### config.mk
export PLATFORM = sky130hd
export DESIGN_NAME = handshake_server_responder
export DESIGN_NICKNAME = d
export VERILOG_FILES = /design/src/rtl/core/hsr_pkg.sv /design/src/rtl/core/handshake_server_responder.sv
export SDC_FILE = /design/constraint.sdc
export NUM_CORES = 1
export LEC_CHECK = 0
export CORE_MARGIN = 2
export CORE_UTILIZATION = 50
export CTS_CLUSTER_SIZE = 10
export DETAILED_ROUTE_END_ITERATION = 6
export DONT_BUFFER_PORTS = 1
export GPL_TIMING_DRIVEN = 0
export PLACE_DENSITY = 0.71
export SKIP_CTS_REPAIR_TIMING = 1
export SYNTH_ARGS = -nofsm -noshare
export SYNTH_HDL_FRONTEND = slang
export SYNTH_SLANG_ARGS = --single-unit
export TNS_END_PERCENT = 100
### constraint.sdc
create_clock -name clk -period 8.83 [get_ports clk]
set_clock_uncertainty 0.2 [all_clocks]
set_input_delay 0.4415 -clock clk [delete_from_list [all_inputs] [get_ports clk]]
set_output_delay 0.4415 -clock clk [all_outputs]
set_load 0.01 [all_outputs]
### src/rtl/core/hsr_pkg.sv
`timescale 1ns / 1ps
`default_nettype none

package hsr_pkg;

    // Phase codes as they appear on phase_now.
    localparam logic [1:0] PHASE_LISTEN  = 2'd0;
    localparam logic [1:0] PHASE_SYNRCVD = 2'd1;
    localparam logic [1:0] PHASE_EST     = 2'd2;

    // Verdict codes as they appear on verdict.
    localparam logic [2:0] VERDICT_OK       = 3'd0;
    localparam logic [2:0] VERDICT_CHECKSUM = 3'd1;
    localparam logic [2:0] VERDICT_FLAGS    = 3'd2;
    localparam logic [2:0] VERDICT_ID       = 3'd3;
    localparam logic [2:0] VERDICT_ACK      = 3'd4;
    localparam logic [2:0] VERDICT_RESENT   = 3'd5;
    localparam logic [2:0] VERDICT_GAVEUP   = 3'd6;
    localparam logic [2:0] VERDICT_IDLE     = 3'd7;

    localparam logic [3:0] PATIENCE_RESET = 4'd10;

    // One result word.
    typedef struct packed {
        logic        send_valid;
        logic        tx_syn;
        logic        tx_ack;
        logic [31:0] tx_conn_id;
        logic [31:0] tx_seq;
        logic [31:0] tx_acknum;
        logic        deliver;
        logic [1:0]  phase_now;
        logic [2:0]  verdict;
    } result_t;

endpackage

`default_nettype wire

### src/rtl/core/handshake_server_responder.sv
`timescale 1ns / 1ps
`default_nettype none

// Server side of a three-way handshake, one header or timeout event per word.
// Input channel: in_valid / in_stall carry mode, checksum_ok, the flags and
// the three header numbers. Output channel: out_valid / out_stall carry one
// result word per input word: the header to send (if any), deliver, the
// phase after the event and a verdict.
// An accepted word's result is registered. Throughput is one word per cycle
// while in_stall is low; the decision is a few compares and two 32-bit
// increments on registered state. The output side has a main register and a
// skid register, so one more word is accepted while a result waits on a
// stalled receiver; in_stall rises only when both hold results. Results leave
// in order and hold while stalled. The user must write the patience register
// (cfg_wr_en / cfg_wr_data) only while idle; the block does not enforce it.
// Reset (rst_n low, asynchronous) returns to listen, clears the sequence
// counter, connection id, saved header and try count, sets patience to 10
// and empties both output registers.
module handshake_server_responder (
    input  wire logic        clk,
    input  wire logic        rst_n,
    input  wire logic        cfg_wr_en,
    input  wire logic [3:0]  cfg_wr_data,
    input  wire logic        in_valid,
    output logic             in_stall,
    input  wire logic        mode,
    input  wire logic        checksum_ok,
    input  wire logic        syn_flag,
    input  wire logic        ack_flag,
    input  wire logic [31:0] peer_conn_id,
    input  wire logic [31:0] peer_seq,
    input  wire logic [31:0] peer_ack,
    output logic             out_valid,
    input  wire logic        out_stall,
    output logic             send_valid,
    output logic             tx_syn,
    output logic             tx_ack,
    output logic [31:0]      tx_conn_id,
    output logic [31:0]      tx_seq,
    output logic [31:0]      tx_acknum,
    output logic             deliver,
    output logic [1:0]       phase_now,
    output logic [2:0]       verdict
);
    import hsr_pkg::*;

    typedef enum logic [1:0] {
        ST_LISTEN  = PHASE_LISTEN,
        ST_SYNRCVD = PHASE_SYNRCVD,
        ST_EST     = PHASE_EST
    } phase_t;

    phase_t      phase_reg, phase_next;
    logic [31:0] seq_counter_reg, seq_counter_next;
    logic [31:0] conn_id_reg, conn_id_next;
    logic [31:0] saved_seq_reg, saved_seq_next;
    logic [31:0] saved_acknum_reg, saved_acknum_next;
    logic [3:0]  tries_reg, tries_next;
    logic [3:0]  patience_reg;

    logic        main_valid_reg, main_valid_next;
    logic        skid_valid_reg, skid_valid_next;
    result_t     main_reg;
    result_t     skid_reg;
    result_t     res;

    logic        in_accept;
    logic        out_take;
    logic [3:0]  lim;
    logic [3:0]  tries_inc;
    logic [31:0] peer_seq_inc;
    logic        fail;

    assign in_stall  = skid_valid_reg;
    assign in_accept = in_valid && !skid_valid_reg;
    assign out_take  = main_valid_reg && !out_stall;

    assign lim          = (patience_reg == 4'd0) ? 4'd1 : patience_reg;
    assign tries_inc    = tries_reg + 4'd1;
    assign peer_seq_inc = peer_seq + 32'd1;

    // Decision logic for one event against the registered connection state.
    always_comb
    begin
        phase_next        = phase_reg;
        seq_counter_next  = seq_counter_reg;
        conn_id_next      = conn_id_reg;
        saved_seq_next    = saved_seq_reg;
        saved_acknum_next = saved_acknum_reg;
        tries_next        = tries_reg;
        res               = '0;
        res.verdict       = VERDICT_OK;
        fail              = 1'b0;

        case (phase_reg)
            ST_SYNRCVD:
            begin
                fail = 1'b1;
                if (mode)
                begin
                    res.send_valid = 1'b1;
                    res.tx_syn     = 1'b1;
                    res.tx_ack     = 1'b1;
                    res.tx_conn_id = conn_id_reg;
                    res.tx_seq     = saved_seq_reg;
                    res.tx_acknum  = saved_acknum_reg;
                    res.verdict    = VERDICT_RESENT;
                end
                else if (!checksum_ok)
                begin
                    res.verdict = VERDICT_CHECKSUM;
                end
                else if (peer_conn_id != conn_id_reg)
                begin
                    res.verdict = VERDICT_ID;
                end
                else if (!ack_flag)
                begin
                    res.verdict = VERDICT_FLAGS;
                end
                else if (peer_ack != seq_counter_reg)
                begin
                    res.verdict = VERDICT_ACK;
                end
                else
                begin
                    fail       = 1'b0;
                    phase_next = ST_EST;
                    tries_next = 4'd0;
                end
                // Every failed event counts a try; the last one clears all.
                if (fail)
                begin
                    tries_next = tries_inc;
                    if (tries_inc >= lim)
                    begin
                        phase_next        = ST_LISTEN;
                        seq_counter_next  = 32'd0;
                        conn_id_next      = 32'd0;
                        saved_seq_next    = 32'd0;
                        saved_acknum_next = 32'd0;
                        tries_next        = 4'd0;
                        res               = '0;
                        res.verdict       = VERDICT_GAVEUP;
                    end
                end
            end
            ST_EST:
            begin
                if (mode)
                begin
                    res.verdict = VERDICT_IDLE;
                end
                else if (!checksum_ok)
                begin
                    res.verdict = VERDICT_CHECKSUM;
                end
                else if (peer_conn_id != conn_id_reg)
                begin
                    res.verdict = VERDICT_ID;
                end
                else
                begin
                    res.deliver      = 1'b1;
                    res.send_valid   = 1'b1;
                    res.tx_ack       = 1'b1;
                    res.tx_conn_id   = conn_id_reg;
                    res.tx_seq       = seq_counter_reg;
                    res.tx_acknum    = peer_seq_inc;
                    seq_counter_next = seq_counter_reg + 32'd1;
                end
            end
            default:
            begin
                // Listen, and the unused phase code handled the same way.
                if (mode)
                begin
                    res.verdict = VERDICT_IDLE;
                end
                else if (!checksum_ok)
                begin
                    res.verdict = VERDICT_CHECKSUM;
                end
                else if (!syn_flag || ack_flag)
                begin
                    res.verdict = VERDICT_FLAGS;
                end
                else
                begin
                    conn_id_next      = peer_conn_id;
                    res.send_valid    = 1'b1;
                    res.tx_syn        = 1'b1;
                    res.tx_ack        = 1'b1;
                    res.tx_conn_id    = peer_conn_id;
                    res.tx_seq        = seq_counter_reg;
                    res.tx_acknum     = peer_seq_inc;
                    seq_counter_next  = seq_counter_reg + 32'd1;
                    saved_seq_next    = seq_counter_reg;
                    saved_acknum_next = peer_seq_inc;
                    tries_next        = 4'd0;
                    phase_next        = ST_SYNRCVD;
                end
            end
        endcase
        res.phase_now = phase_next;
    end

    // Occupancy of the main and skid output registers.
    always_comb
    begin
        main_valid_next = main_valid_reg;
        skid_valid_next = skid_valid_reg;
        if (out_take)
        begin
            main_valid_next = skid_valid_reg;
            skid_valid_next = 1'b0;
        end
        if (in_accept)
        begin
            if (main_valid_reg && out_stall)
            begin
                skid_valid_next = 1'b1;
            end
            else
            begin
                main_valid_next = 1'b1;
            end
        end
    end

    // Connection state, patience and output occupancy.
    always_ff @(posedge clk or negedge rst_n)
    begin
        if (!rst_n)
        begin
            phase_reg        <= ST_LISTEN;
            seq_counter_reg  <= 32'd0;
            conn_id_reg      <= 32'd0;
            saved_seq_reg    <= 32'd0;
            saved_acknum_reg <= 32'd0;
            tries_reg        <= 4'd0;
            patience_reg     <= PATIENCE_RESET;
            main_valid_reg   <= 1'b0;
            skid_valid_reg   <= 1'b0;
        end
        else
        begin
            if (in_accept)
            begin
                phase_reg        <= phase_next;
                seq_counter_reg  <= seq_counter_next;
                conn_id_reg      <= conn_id_next;
                saved_seq_reg    <= saved_seq_next;
                saved_acknum_reg <= saved_acknum_next;
                tries_reg        <= tries_next;
            end
            if (cfg_wr_en)
            begin
                patience_reg <= cfg_wr_data;
            end
            main_valid_reg <= main_valid_next;
            skid_valid_reg <= skid_valid_next;
        end
    end

    // Result payload registers.
    always_ff @(posedge clk)
    begin
        if (in_accept && main_valid_reg && out_stall)
        begin
            skid_reg <= res;
        end
        if (out_take && skid_valid_reg)
        begin
            main_reg <= skid_reg;
        end
        else if (in_accept && !(main_valid_reg && out_stall))
        begin
            main_reg <= res;
        end
    end

    assign out_valid  = main_valid_reg;
    assign send_valid = main_reg.send_valid;
    assign tx_syn     = main_reg.tx_syn;
    assign tx_ack     = main_reg.tx_ack;
    assign tx_conn_id = main_reg.tx_conn_id;
    assign tx_seq     = main_reg.tx_seq;
    assign tx_acknum  = main_reg.tx_acknum;
    assign deliver    = main_reg.deliver;
    assign phase_now  = main_reg.phase_now;
    assign verdict    = main_reg.verdict;

endmodule

`default_nettype wire

==> results.cfg <==
[yosys]
synth_ff_type = edfxtp_1
syn_nets = 1302
synthDistinctLibCells = 55
ys_ff_latch = 348
synth.yosys.seq_area_share = 0.617
synth_edf_count = 208
ys_warn_count = 0
synth_async_sr_flop_share = 0.402
syn-cell-area_mm2 = 0.0158
syn_inst = 1184
syn_avg_cell_area_um2 = 13.3

[setup_path]
cp.required_ps = 9010
critPathArrivalTime_ps = 3970
worstPathMaxFanout = 10
rr_worst_depth = 12
path_cells = inv_1 -> a31o_2 -> ha_1 -> nand2b_1 -> a2111oi_2 -> o21ai_1 -> nor3_1 -> buf_2 -> buf_2 -> nand2_1 -> o21ai_1 -> mux2_2
r2r-end = tx_acknum[5]$_DFFE_PP_
crit_type = register to register
r2r_slack_ps = 5050
worstSetupStartpointType = register
cp_slowest_cell = dfstp_2
critPathMaxStageDelay_ps = 510
r2r_start = patience_reg[3]$_DFFE_PN1P_
endpoint_kind = register

[global_route]
track_usage = 0.237
grt_pass1_wl_um = 60600
gr-total-overflow = 0
grt_pass1_vias = 10308
grt_antenna_before_repair = 0
grt_max_degree = 141

[detailed_routing]
viasPerCell = 6.21
wirelength_um = 39900
drt_iter0_markers = 849
dr.pass1.iters = 5
final_antenna_net_count = 0
route.detailed.wl_per_inst_um = 23.1
drc_errors = 0
vias = 10739

[timing]
slew_violations = 0
hold_violations = 7
fmax_mhz = 264
finalSetupViolations = 0
timing.final.crit_share = 0.428
hold_slack_ps = -26.3
min_period_ps = 3780
worst_slew_pin_slew_ps = 1120
slew_headroom = 0.249
grt_setup_unrepaired = no
fin_setup_tns_ps = 0

[clocking]
cts_tree = done
clock_path_buffers = 3
htreeDepth = 2
clk_pin_slew_ps = 50
clock_latency_ps = 530
tritoncts_num_sinks = 348
cts-root-buf = clkbuf_16
numCtsBuffers = 41

[min_path]
min_to = saved_acknum_reg[16]$_DFFE_PN0P_
hp-start = peer_seq[16]
min_path_type = input port to register
worstHoldPathCells = 2

[floorplanning]
ios = 216
initial_core_util = 0.504
design.core.area_mm2 = 0.0313
fp.dieH_um = 182
die_w_um = 182
rows = 65
dieArea_mm2 = 0.0330

[layout]
fin_util = 0.585
layout.nets = 1414
largest_reg_flops = 104
drive_gt1_frac = 0.163
antenna_cells = 0
register_area_mm2 = 0.00975
area_growth_pct = 16.0
fillers = 2464
multi_input_area_mm2 = 0.00566

[pwr]
seqPwrFrac = 0.470
total_power_mw = 5.73
ir_drop_v = 0.000148
clkPwrFrac = 0.270
p_comb_frac = 0.260
power_density_mw_per_mm2 = 313
p_sw_frac = 0.331
switching_power_mw = 1.89
intPower_mw = 3.84
p_leak_nw = 7.06

[place]
hpwl_um = 26700
io_buffers = 0
gp_congestion = 0.896

[status]
outcome = finished, violations left
violations = hold timing

[flow_run]
drv_cap = 0
## critical path, delay by kind of cell (launching register included)
family | cells | cell delay, ps
buffers and inverters | 3 | 760
AOI/OAI and AO/OA | 4 | 1140
adders and majority gates | 1 | 260
and+or+nand+nor | 3 | 570
DFF | 1 | 510
muxes | 1 | 210
## cell type report
cell class,instances,area share
Clock inverter,2,0.000956
Clock buffer,73,0.0649
Sequential cell,348,0.532
Tap cell,402,0.0275
Inverter,16,0.00328
Buffer,79,0.0185
Multi-Input combinational cell,741,0.309
Timing Repair Buffer,69,0.0433
## routing by layer
| metal | GRT usage | wire, µm | vias up | share of wire |
|---|---|---|---|---|
| met5 | 0 | 0 | - | 0 |
| met4 | 0.0849 | 1200 | 0 | 0.030 |
| met3 | 0.0467 | 2910 | 85 | 0.073 |
| met2 | 0.356 | 18200 | 454 | 0.46 |
| met1 | 0.344 | 17700 | 5443 | 0.44 |
| li1 | - | - | 4757 | - |
## cells in the mapped netlist, drive strengths merged (2+ instances only)
master | number | area share
nand4 | 28 | 0.011
and4 | 7 | 0.0039
dfrtp | 138 | 0.22
nor4 | 13 | 0.0099
a21oi | 35 | 0.011
a22o | 131 | 0.073
ha | 9 | 0.0071
nor2b | 3 | 0.0012
dfstp | 2 | 0.0033
edfxtp | 208 | 0.40
nand3 | 28 | 0.0089
o31ai | 9 | 0.0043
a31oi | 5 | 0.0020
or2 | 4 | 0.0016
or4 | 4 | 0.0019
nor2 | 17 | 0.0042
o21ai | 73 | 0.024
or3 | 21 | 0.0083
o2bb2ai | 31 | 0.017
mux2 | 104 | 0.074
nand2 | 73 | 0.017
o22ai | 2 | 0.00079
xor2 | 56 | 0.031
and3 | 18 | 0.0071
xnor2 | 40 | 0.022
clkbuf | 43 | 0.010
nand2b | 3 | 0.0012
and2 | 5 | 0.0020
buf | 36 | 0.011
inv | 15 | 0.0036
nor3 | 8 | 0.0029
## through the flow
stage / setup WS (ps) / std cells / hold slack (ps) / instance area (µm²)
6_report: 5050 / 1730 / -26.3 / 18300
5_1_grt: 4900 / 1730 / 1.61 / 18300
4_1_cts: 5070 / 1668 / -605 / 17700
3_5_place_dp: 5070 / 1593 / -44.0 / 16500
3_3_place_gp: -460 / 1586 / -42.9 / 16300
2_1_floorplan: 2310 / 1184 / -54.1 / 15800
## cell usage in the layout, fill, tap and decap left out, types with 4 or more instances in the layout
cell type	synthesis	routed
mux2_2	104	104
nor4_2	12	12
buf_12	0	5
o21ai_0	31	31
a22o_1	131	131
or4_1	4	4
nand3_1	28	28
or3_1	21	21
a31oi_1	5	5
a21oi_1	35	35
nor2_1	16	15
inv_1	15	15
nand2_1	73	73
nand4_1	27	27
dfrtp_1	138	138
nor3_1	7	7
ha_1	9	9
edfxtp_1	208	208
or2_2	4	4
o2bb2ai_1	31	31
clkbuf_1	42	72
clkbuf_16	0	43
o31ai_1	9	9
and4_1	7	7
and2_1	5	5
and3_1	18	18
xnor2_1	40	40
dlygate4sd3_1	0	61
o21ai_1	40	40
buf_2	30	30
buf_1	5	5
xor2_1	56	56
## cells by family (layout without fill, tap and decap cells)
| group | Yosys count | count (layout) | synth area share |
|---|---|---|---|
| buffers and inverters | 95 | 239 | 0.0253 |
| AO/OA/AOI/OAI | 299 | 299 | 0.140 |
| flip-flops | 348 | 348 | 0.617 |
| multiplexers | 104 | 104 | 0.0742 |
| adder cells (fa/ha/maj) | 9 | 9 | 0.00713 |
| AND/OR/NAND/NOR | 233 | 233 | 0.0825 |
| XOR/XNOR | 96 | 96 | 0.0532 |
## power groups by stage
| stage | sequential [mW] | clock (mW) | combinational (mW) |
|---|---|---|---|
| after detailed placement | 2.71 | 0 | 1.44 |
| after floorplan | 2.68 | 0 | 1.00 |
| final | 2.70 | 1.55 | 1.49 |
| after global routing | 2.74 | 1.64 | 1.62 |
| after CTS | 2.69 | 1.57 | 1.45 |
| after global placement | 2.79 | 0 | 1.33 |
## worst max path at each step
stage                                      from                 endpoint  slack, ps  cells past startpoint
floorplan                              register        deliver$_DFFE_PP_       2310                      3
global placement                       register  tx_acknum[18]$_DFFE_PP_       -460                      3
detailed placement  patience_reg[3]$_DFFE_PN1P_     tx_seq[13]$_DFFE_PP_       5070                     11
CTS                 patience_reg[3]$_DFFE_PN1P_   tx_acknum[2]$_DFFE_PP_       5070                     12
global route        patience_reg[3]$_DFFE_PN1P_     tx_seq[11]$_DFFE_PP_       4900                     12
finish              patience_reg[3]$_DFFE_PN1P_   tx_acknum[5]$_DFFE_PP_       5050                     12
No activity file was read; power rests on OpenSTA's default activity.
